--- src/sv/arph_pkg.sv ---
// Shared constants, codes and interface types of the address range profile histogram.
`default_nettype none
package arph_pkg;
  localparam int MAX_REGIONS = 64;
  localparam int ADDR_BITS = 32;
  localparam int IDX_W = $clog2(MAX_REGIONS);
  localparam int CNT_W = IDX_W + 1;
  localparam int HIT_W = 32;
  localparam int REG_W = 6;
  localparam int ACT_W = 7;
  localparam int TID_W = 8;
  localparam int CMD_W = 2;
  localparam int KIND_W = 3;
  localparam int FLD_W = 32;
  localparam int CFG_IDX_W = 1;
  localparam int CFG_DATA_W = 8;

  localparam logic [CFG_IDX_W-1:0] CFG_ACTIVE = 1'b0;
  localparam logic [CFG_IDX_W-1:0] CFG_WATCHED = 1'b1;

  typedef enum logic [CMD_W-1:0] {
    CMD_CLEAR  = 2'd0,
    CMD_LOAD   = 2'd1,
    CMD_SAMPLE = 2'd2,
    CMD_REPORT = 2'd3
  } cmd_e;

  typedef enum logic [KIND_W-1:0] {
    KIND_ACK     = 3'd0,
    KIND_MATCH   = 3'd1,
    KIND_LOST    = 3'd2,
    KIND_IGNORED = 3'd3,
    KIND_REPORT  = 3'd4
  } kind_e;

  typedef enum logic [4:0] {
    OP_NONE,
    OP_CLEAR,
    OP_LOAD,
    OP_LOAD_RES,
    OP_IGNORE,
    OP_ACK,
    OP_TOTAL,
    OP_SRD,
    OP_SCMP,
    OP_LOST,
    OP_EMIT_RES,
    OP_RINIT,
    OP_RLDI,
    OP_RLDC,
    OP_RLDC2,
    OP_RRJ,
    OP_RCJ,
    OP_RCMP,
    OP_EMIT_CUR
  } op_e;

  typedef struct packed {
    op_e              op;
    logic [IDX_W-1:0] i;
    logic [IDX_W-1:0] j;
    logic             last;
  } dp_cmd_t;

  typedef struct packed {
    logic             match;
    logic             thread_hit;
    logic [CNT_W-1:0] n;
    logic             emit_ok;
  } dp_status_t;
endpackage
`default_nettype wire

--- src/sv/arph_controller.sv ---
// Controller state machine that sequences commands, the region scan and the report sort.
`default_nettype none
module arph_controller (
  input  wire logic                        clk_i,
  input  wire logic                        rst_ni,
  input  wire logic                        accept_i,
  input  wire logic [arph_pkg::CMD_W-1:0]  cmd_i,
  input  wire arph_pkg::dp_status_t        status_i,
  output arph_pkg::dp_cmd_t                cmd_o,
  output logic                             idle_o
);
  localparam int CW = arph_pkg::CNT_W;

  typedef enum logic [3:0] {
    ST_IDLE, ST_CLEAR, ST_LOAD, ST_LOADRES, ST_SAMPLE, ST_SRD, ST_SCMP, ST_LOST,
    ST_EMIT, ST_REPORT, ST_RINIT, ST_RLDI, ST_RLDC, ST_RLDC2, ST_RJ, ST_RCJ_CMP
  } state_e;

  state_e state_q, state_d;
  logic [CW-1:0] i_q, i_d, j_q, j_d, i_inc, j_inc;
  logic cmp_phase_q, cmp_phase_d;

  assign i_inc = i_q + CW'(1);
  assign j_inc = j_q + CW'(1);

  always_comb begin
    state_d = state_q;
    i_d = i_q;
    j_d = j_q;
    cmp_phase_d = cmp_phase_q;
    cmd_o.op = arph_pkg::OP_NONE;
    cmd_o.i = i_q[arph_pkg::IDX_W-1:0];
    cmd_o.j = j_q[arph_pkg::IDX_W-1:0];
    cmd_o.last = (i_inc == status_i.n);
    unique case (state_q)
      ST_IDLE: begin
        if (accept_i) begin
          unique case (arph_pkg::cmd_e'(cmd_i))
            arph_pkg::CMD_CLEAR: state_d = ST_CLEAR;
            arph_pkg::CMD_LOAD: state_d = ST_LOAD;
            arph_pkg::CMD_SAMPLE: state_d = ST_SAMPLE;
            arph_pkg::CMD_REPORT: state_d = ST_REPORT;
            default: state_d = ST_IDLE;
          endcase
        end
      end
      ST_CLEAR: begin
        cmd_o.op = arph_pkg::OP_CLEAR;
        state_d = ST_EMIT;
      end
      ST_LOAD: begin
        cmd_o.op = arph_pkg::OP_LOAD;
        state_d = ST_LOADRES;
      end
      ST_LOADRES: begin
        cmd_o.op = arph_pkg::OP_LOAD_RES;
        state_d = ST_EMIT;
      end
      ST_SAMPLE: begin
        i_d = '0;
        if (status_i.thread_hit) begin
          cmd_o.op = arph_pkg::OP_TOTAL;
          state_d = (status_i.n == '0) ? ST_LOST : ST_SRD;
        end else begin
          cmd_o.op = arph_pkg::OP_IGNORE;
          state_d = ST_EMIT;
        end
      end
      ST_SRD: begin
        cmd_o.op = arph_pkg::OP_SRD;
        state_d = ST_SCMP;
      end
      ST_SCMP: begin
        if (status_i.match) begin
          cmd_o.op = arph_pkg::OP_SCMP;
          state_d = ST_EMIT;
        end else begin
          i_d = i_inc;
          state_d = (i_inc == status_i.n) ? ST_LOST : ST_SRD;
        end
      end
      ST_LOST: begin
        cmd_o.op = arph_pkg::OP_LOST;
        state_d = ST_EMIT;
      end
      ST_EMIT: begin
        cmd_o.op = arph_pkg::OP_EMIT_RES;
        if (status_i.emit_ok) state_d = ST_IDLE;
      end
      ST_REPORT: begin
        i_d = '0;
        if (status_i.n == '0) begin
          cmd_o.op = arph_pkg::OP_ACK;
          state_d = ST_EMIT;
        end else begin
          state_d = ST_RINIT;
        end
      end
      ST_RINIT: begin
        cmd_o.op = arph_pkg::OP_RINIT;
        if (i_inc == status_i.n) begin
          i_d = '0;
          state_d = ST_RLDI;
        end else begin
          i_d = i_inc;
        end
      end
      ST_RLDI: begin
        cmd_o.op = arph_pkg::OP_RLDI;
        state_d = ST_RLDC;
      end
      ST_RLDC: begin
        cmd_o.op = arph_pkg::OP_RLDC;
        state_d = ST_RLDC2;
      end
      ST_RLDC2: begin
        cmd_o.op = arph_pkg::OP_RLDC2;
        j_d = i_inc;
        cmp_phase_d = 1'b0;
        state_d = (i_inc == status_i.n) ? ST_RCJ_CMP : ST_RJ;
      end
      ST_RJ: begin
        cmd_o.op = arph_pkg::OP_RRJ;
        cmp_phase_d = 1'b0;
        state_d = ST_RCJ_CMP;
      end
      ST_RCJ_CMP: begin
        if (j_q == status_i.n) begin
          cmd_o.op = arph_pkg::OP_EMIT_CUR;
          if (status_i.emit_ok) begin
            i_d = i_inc;
            state_d = (i_inc == status_i.n) ? ST_IDLE : ST_RLDI;
          end
        end else if (!cmp_phase_q) begin
          cmd_o.op = arph_pkg::OP_RCJ;
          cmp_phase_d = 1'b1;
        end else begin
          cmd_o.op = arph_pkg::OP_RCMP;
          j_d = j_inc;
          state_d = (j_inc == status_i.n) ? ST_RCJ_CMP : ST_RJ;
        end
      end
      default: state_d = ST_IDLE;
    endcase
  end

  always_ff @(posedge clk_i or negedge rst_ni) begin
    if (!rst_ni) begin
      state_q <= ST_IDLE;
      i_q <= '0;
      j_q <= '0;
      cmp_phase_q <= 1'b0;
    end else begin
      state_q <= state_d;
      i_q <= i_d;
      j_q <= j_d;
      cmp_phase_q <= cmp_phase_d;
    end
  end

  assign idle_o = (state_q == ST_IDLE);
endmodule
`default_nettype wire

--- config.mk ---
export PLATFORM = sky130hd
export DESIGN_NAME = arph_controller
export DESIGN_NICKNAME = d
export VERILOG_FILES = /design/src/sv/arph_pkg.sv /design/src/sv/arph_controller.sv
export SDC_FILE = /design/constraint.sdc
export NUM_CORES = 1
export LEC_CHECK = 0
export BUFFER_PORTS_ARGS = -buffer_cell sky130_fd_sc_hd__buf_2
export CAP_MARGIN = 20
export CORE_MARGIN = 3
export CORE_UTILIZATION = 35
export DETAILED_ROUTE_END_ITERATION = 10
export RECOVER_POWER = 50
export SLEW_MARGIN = 15
export SYNTH_ARGS = -nofsm -noshare
export SYNTH_HDL_FRONTEND = slang
export SYNTH_SLANG_ARGS = --single-unit
--- constraint.sdc ---
create_clock -name clk_i -period 2.35 [get_ports clk_i]
set_input_delay 0.47 -clock clk_i [delete_from_list [all_inputs] [get_ports clk_i]]
set_output_delay 0.47 -clock clk_i [all_outputs]
set_load 0.1 [all_outputs]
==> results_dict.tcl, run 1 <==
set metrics [dict create \
    endpoint_kind "primary output" \
    critPathMaxStageDelay_ns 0.41 \
    synth-simple-area-share 0.229 \
    synth_warnings 0 \
    synth.top_cells.by_area "dfrtp_1 22%, xnor2_1 5.8%, o21ai_0 5.2%" \
    tritoncts "built" \
    crit_slowest_cell "dfrtp_1" \
    nets 344 \
    slew_headroom 0.228 \
    dr.pass1.iters 4 \
    die_w_um 83.8 \
    wl_um 5830 \
    outcome "finished, violations left" \
    start_util 0.374 \
    post-dp-hpwl_um 4480 \
    synth.mux.area_fraction 0.0189 \
    ant_nets 0 \
    clk_pin_slew_worst_paths_ns 0.08 \
    rsz0062_at_grt "true" \
    crit_type "flop to primary output" \
    numClockSinks 19 \
    skew_ns 0.00802 \
    synth.cell_area_um2 2120 \
    netlist-cell-type-count 60 \
    synth_compound_area_frac 0.265 \
    hold_viol 0 \
    setup_violations 1 \
    cts-root-buf "clkbuf_8" \
    antenna_cells 0 \
    die_h_um 83.8 \
    fin_ws_ns -0.0459 \
    cts_hold_buf 0 \
    clock_latency_ns 0.26 \
    maxCapViolations 0 \
    cts_max_level 1 \
    slew_viol_final 0 \
    io_pins 34 \
    layout-drive-gt1-share 0.288 \
    worst_pin_slew_ns 1.16 \
    finalCritPeriodShare 1.02 \
    violations "negative setup slack" \
    fill_cells 575 \
    ys_seq_area_frac 0.224 \
    grt_pass1_wl_um 9700 \
    worstPathRequired_ns 1.88 \
    ys_ff_latch 19 \
    hold_path.class "primary input to asynchronous set/reset pin" \
    ctsLongestPathBuffers 2 \
    final_common_cell "buf_4" \
    final_cell_mix "33 x buf_4, 26 x nand2_1, 24 x nor2_1" \
    port_buffers 33 \
    antenna_found_initial 0 \
    synth_top_family_by_area "compound AO/OA/AOI/OAI gates" \
    num_vias 2160 \
    yosys.area.top_type_share 0.224 \
    synth_flop_cell "dfrtp_1" \
    synth.largest_area_cell "dfrtp_1" \
    die_area_um2 7030 \
    gp_congestion 0.867 \
    coreArea_um2 5680 \
    wl_per_cell_um 14.8 \
    crit_chain "ha_4, nand3_2, or3_4, a211oi_4, nand2_4, inv_8, buf_12" \
    fmax_ghz 0.417 \
    grt_max_degree 31 \
    synth-adder-area-share 0.0295 \
    arrival_ns 1.93 \
    worstSetupStartpointType "flop" \
    syn_avg_cell_area_um2 7.55 \
    cts_made_buffers 3 \
    grt_pass1_vias 2006 \
    grt_util_all_layers 0.168 \
    synthCells 281 \
    synth-async-reset-ratio 1.00 \
    synthXorXnorAreaFrac 0.129 \
    synth_edf_count 0 \
    syn_nets 301 \
    drt-initial-drc-count 203 \
    fin_crit_ns 2.40 \
    drcViolationCount 0 \
    areaGrowthSynthToFinish_pct 27.2 \
    holdWs_ns 0.417 \
    critPathMaxFanout 4 \
    overflow 0 \
    fp-row-count 27 \
    vias_per_cell 5.47 \
]
==> state kept, by name, indices dropped and copies added (netlist names) <==
name	flops
cmp_phase_q	1
i_q	7
j_q	7
state_q	4
==> stage by stage <==
| step | std cells | util | cell area (um^2) | worst slack, ns | TNS (ns) |
|---|---|---|---|---|---|
| after global placement | 386 | 0.453 | 2570 | 0.0308 | 0 |
| final | 395 | 0.475 | 2700 | -0.0459 | -0.0459 |
| after global routing | 395 | 0.475 | 2700 | -0.112 | -0.264 |
| after detailed placement | 386 | 0.453 | 2570 | -0.00134 | -0.00134 |
| after floorplan | 281 | - | 2210 | -0.463 | -0.535 |
| after CTS | 394 | 0.474 | 2690 | -0.0282 | -0.0282 |
==> final timing paths <==
path / from / to / slack, ns / cells after the start
max: i_q[0]$_DFFE_PN0P_ / cmd_o[0] / -0.05 / 7
min: rst_ni / j_q[5]$_DFFE_PN0P_ / 0.42 / 1
max reg2reg: i_q[0]$_DFFE_PN0P_ / state_q[1]$_DFFE_PN0P_ / 0.20 / 9
min reg2reg: cmp_phase_q$_DFFE_PN0P_ / cmp_phase_q$_DFFE_PN0P_ / 0.54 / 2
max in group asynchronous: rst_ni / state_q[3]$_DFFE_PN0P_ / 1.17 / 1
min in group clk_i: cmp_phase_q$_DFFE_PN0P_ / cmp_phase_q$_DFFE_PN0P_ / 0.54 / 2
==> routing by layer <==
| layer | vias up | global-route usage | wire [um] |
|---|---|---|---|
| met5 | - | 0 | 0 |
| li1 | 1077 | - | - |
| met1 | 1033 | 0.233 | 2740 |
| met3 | 4 | 0.0276 | 278 |
| met2 | 46 | 0.275 | 2760 |
| met4 | 0 | 0.0307 | 59 |
==> worst max-delay path, delay by kind of cell (launching register included) <==
family,cells,cell delay (ns)
flip-flops,1,0.41
AO/OA/AOI/OAI,1,0.28
AND/OR/NAND/NOR,3,0.56
buffers and inverters,2,0.23
adder cells (fa/ha/maj),1,0.19
==> layout make-up <==
cell class	instances	area, um^2	area share
multi-input combinational	219	1500	0.556
tap	72	90.1	0.0334
inverter	13	56.3	0.0209
clock buffer	4	45.0	0.0167
timing repair buffer	68	531	0.197
sequential	19	477	0.177
==> cell families after synthesis <==
| group | after synthesis |
|---|---|
| xor+xnor | 28 |
| simple gates | 99 |
| fa+ha+maj | 5 |
| compound gates | 83 |
| buf+inv | 43 |
| mux | 4 |
| flops | 19 |
==> synthesized netlist by cell type, types with 3 or more instances <==
cell type   n
a31oi_1     4
nand3_1    16
xor2_1     12
o22ai_1     3
nand2b_1    3
clkbuf_1    8
nand2_1    26
nor2_1     25
ha_1        5
dfrtp_1    19
inv_1      11
a22oi_1     4
o211ai_1    4
o31ai_1     4
a211oi_1    3
a21oi_1    18
clkbuf_2    3
nor3_1      8
and2_1      3
mux2i_1     4
xnor2_1    14
o21ai_0    22
buf_2       3
nor4_1      3
buf_4      14
==> timing repair <==
action / 4_1_cts / 5_1_grt
gates resized for setup: 8 / 2
hold endpoints to repair: 0 / 0
setup endpoints to repair: 4 / 5
pin swaps: 5 / 7
setup buffers: 4 / 1
Power of run 1 is left out: the tool's default activity adds up to more than one toggle a clock period on the data nets, which glitch-free logic cannot reach.
==> inputs of run 2 (changes only) <==
--- a/config.mk
+++ b/config.mk
@@ -5,6 +5,7 @@
 export SDC_FILE = /design/constraint.sdc
 export NUM_CORES = 1
 export LEC_CHECK = 0
+export ABC_AREA = 1
 export BUFFER_PORTS_ARGS = -buffer_cell sky130_fd_sc_hd__buf_2
 export CAP_MARGIN = 20
 export CORE_MARGIN = 3
==> run 2 against run 1 <==
Against the previous run: the run now ends clean; register-to-register slack better by 0.12 ns; clock skew shrank 0.0027 ns; routed wire length is 6.5% lower.
==> results_dict.tcl, run 2 <==
set metrics [dict create \
    critPathMaxStageDelay_ns 0.42 \
    die_h_um 81.3 \
    rrSetupSlack_ns 0.32 \
    slew_viol_final 0 \
    die_area_um2 6620 \
    outcome "finished, final reports clean" \
    vias_per_cell 4.86 \
    placed_area_um2 2350 \
    fill_cells 551 \
    worst-r2r-cell-count 10 \
    final_common_cell "nand2_1" \
    wl_per_cell_um 12.5 \
    fin_ws_ns 0.0305 \
    grt_max_degree 20 \
    yosys.area.top_type_share 0.239 \
    hold_path.class "primary input to asynchronous set/reset pin" \
    synth.largest_area_cell "dfrtp_1" \
    synth.most_common_cell "nand2_1" \
    netlist-cell-type-count 32 \
    worstPathRequired_ns 1.88 \
    rr_endpoint "i_q[3]$_DFFE_PN0P_" \
    syn_avg_cell_area_um2 6.11 \
    fin_util 0.475 \
    start_util 0.375 \
    ant_nets 0 \
    place_inst 425 \
    clk_pin_slew_worst_paths_ns 0.09 \
    reg_top3 "i_q: 7 flops, j_q: 7 flops, state_q: 4 flops" \
    crit_type "flop to primary output" \
    drt-initial-drc-count 199 \
    cts_max_level 1 \
    cts-root-buf "clkbuf_8" \
    ys_ff_latch 19 \
    crit_family "simple AND/OR/NAND/NOR gates" \
    finalNonFillerCells 436 \
    areaGrowthSynthToFinish_pct 26.7 \
    io_pins 34 \
    grt_pass1_wl_um 9060 \
    grt_util_all_layers 0.175 \
    grt_pass1_vias 1939 \
    arrival_ns 1.85 \
    dr.pass1.iters 4 \
    coreArea_um2 5300 \
    finalCritPeriodShare 0.987 \
    rsz0062_at_grt "true" \
    tritoncts "built" \
    port_buffers 33 \
    worst_path_most_repeated_cell "nand2_1" \
    layout-drive-gt1-share 0.265 \
    critPathMaxFanout 3 \
    endpoint_kind "primary output" \
    maxCapViolations 0 \
    worstSetupStartpointType "flop" \
    synth_flop_cell "dfrtp_1" \
    clock_latency_ns 0.26 \
    synth-async-reset-ratio 1.00 \
    worst_pin_slew_ns 1.08 \
    gp_congestion 0.953 \
    synth_common_cells "100 x nand2_1, 40 x inv_1, 33 x nand3_1, 31 x nor2_1, 22 x o21ai_0" \
    fmax_ghz 0.431 \
    ctsLongestPathBuffers 2 \
    die_w_um 81.3 \
    crit_chain "ha_4, nand2_4, nor2_4, nand2_1, nand2_1, buf_4, nand3_1, nand2_1, nor2_1, nand2_2, clkinvlp_4, buf_12" \
    setup_violations 0 \
    synth.cell_area_um2 1990 \
    fp-row-count 26 \
    antenna_found_initial 0 \
    r2r-start "state_q[1]$_DFFE_PN0P_" \
    wl_um 5450 \
    post-dp-hpwl_um 4370 \
    postLayoutCellArea_um2 2520 \
    skew_ns 0.00533 \
    slew_headroom 0.278 \
    nets 387 \
    fin_crit_ns 2.32 \
    synth_edf_count 0 \
    crit_slowest_cell "dfrtp_1" \
    cts_made_buffers 3 \
    synth_warnings 0 \
    overflow 0 \
    dp_slack_ns 0.122 \
    drcViolationCount 0 \
    cp_num_buf_inv 3 \
    numClockSinks 19 \
    cts_hold_buf 0 \
    ys_seq_area_frac 0.239 \
    final_cell_mix "97 x nand2_1, 37 x inv_1, 33 x nand3_1" \
    synth.top_cells.by_area "dfrtp_1 24%, nand2_1 19%, nand3_1 8.3%" \
    antenna_cells 0 \
    synthCells 325 \
    hold_viol 0 \
    syn_nets 345 \
    num_vias 2117 \
]
-- run 2: changes by cell type in the layout (fill, tap and decap cells not counted), moves of 6 or more --
cell / change
nand3_1: +17
nand2_1: +71
inv_2: +7
buf_4: -13
nand2_2: +6
xnor2_1: -9
a21oi_1: -12
xor2_1: -7
inv_1: +27
-- run 2: cell type report --
| cell class | count | area (um^2) | share of cell area |
|---|---|---|---|
| clock inverter | 1 | 5.00 | 0.00199 |
| clock buffer | 3 | 41.3 | 0.0164 |
| sequential | 19 | 479 | 0.190 |
| multi-input combinational | 243 | 1300 | 0.518 |
| tap | 70 | 87.6 | 0.0348 |
| inverter | 47 | 181 | 0.0721 |
| timing repair buffer | 53 | 419 | 0.167 |
-- run 2: how the worst max path moves through the flow --
stage | to | cells past startpoint | start
6_report | cmd_o[0] | 12 | i_q[0]$_DFFE_PN0P_
5_1_grt | cmd_o[0] | 12 | i_q[0]$_DFFE_PN0P_
4_1_cts | cmd_o[0] | 12 | i_q[0]$_DFFE_PN0P_
3_5_place_dp | cmd_o[13] | 12 | status_i[1]
3_3_place_gp | cmd_o[13] | 10 | status_i[7]
2_1_floorplan | j_q[4]$_DFFE_PN0P_ | 6 | state_q[0]$_DFFE_PN0P_
-- run 2: through the flow --
step | TNS (ns) | hold WS, ns
2_1_floorplan | 0 | 0.174
3_3_place_gp | 0 | 0.442
3_5_place_dp | 0 | 0.445
4_1_cts | 0 | 0.153
5_1_grt | -0.134 | 0.483
6_report | 0 | 0.380
-- run 2: worst reg2reg max path: cells and delay by family (launching register included) --
family,cells,cell delay (ns)
simple gates,5,0.79
buf+inv,3,0.38
flops,1,0.47
compound gates,2,0.33
-- run 2: kinds of logic (layout without fill, tap and decap cells) --
family,after synthesis,after routing,share of synthesized area
AO/OA/AOI/OAI,39,39,0.114
multiplexers,1,1,0.00504
XOR/XNOR,8,8,0.0353
AND/OR/NAND/NOR,190,190,0.427
flip-flops,19,19,0.239
buffers and inverters,63,104,0.148
adder cells (fa/ha/maj),5,5,0.0315
-- run 2: metal layers --
metal | routed length [um] | up-vias | part of all wire | track usage
met5 | 0 | - | 0 | 0
met4 | 36 | 0 | 0.0066 | 0.0372
met3 | 266 | 2 | 0.049 | 0.0233
met2 | 2360 | 44 | 0.43 | 0.269
met1 | 2790 | 953 | 0.51 | 0.259
li1 | - | 1118 | - | -
-- run 2: what timing repair did --
item / in CTS / in global routing
resized for setup: 5 / 16
pin swaps: 2 / 7
endpoints found under the setup margin: 3 / 4
buffers inserted: 2 / 5
Power of run 2 is left out for the same reason.
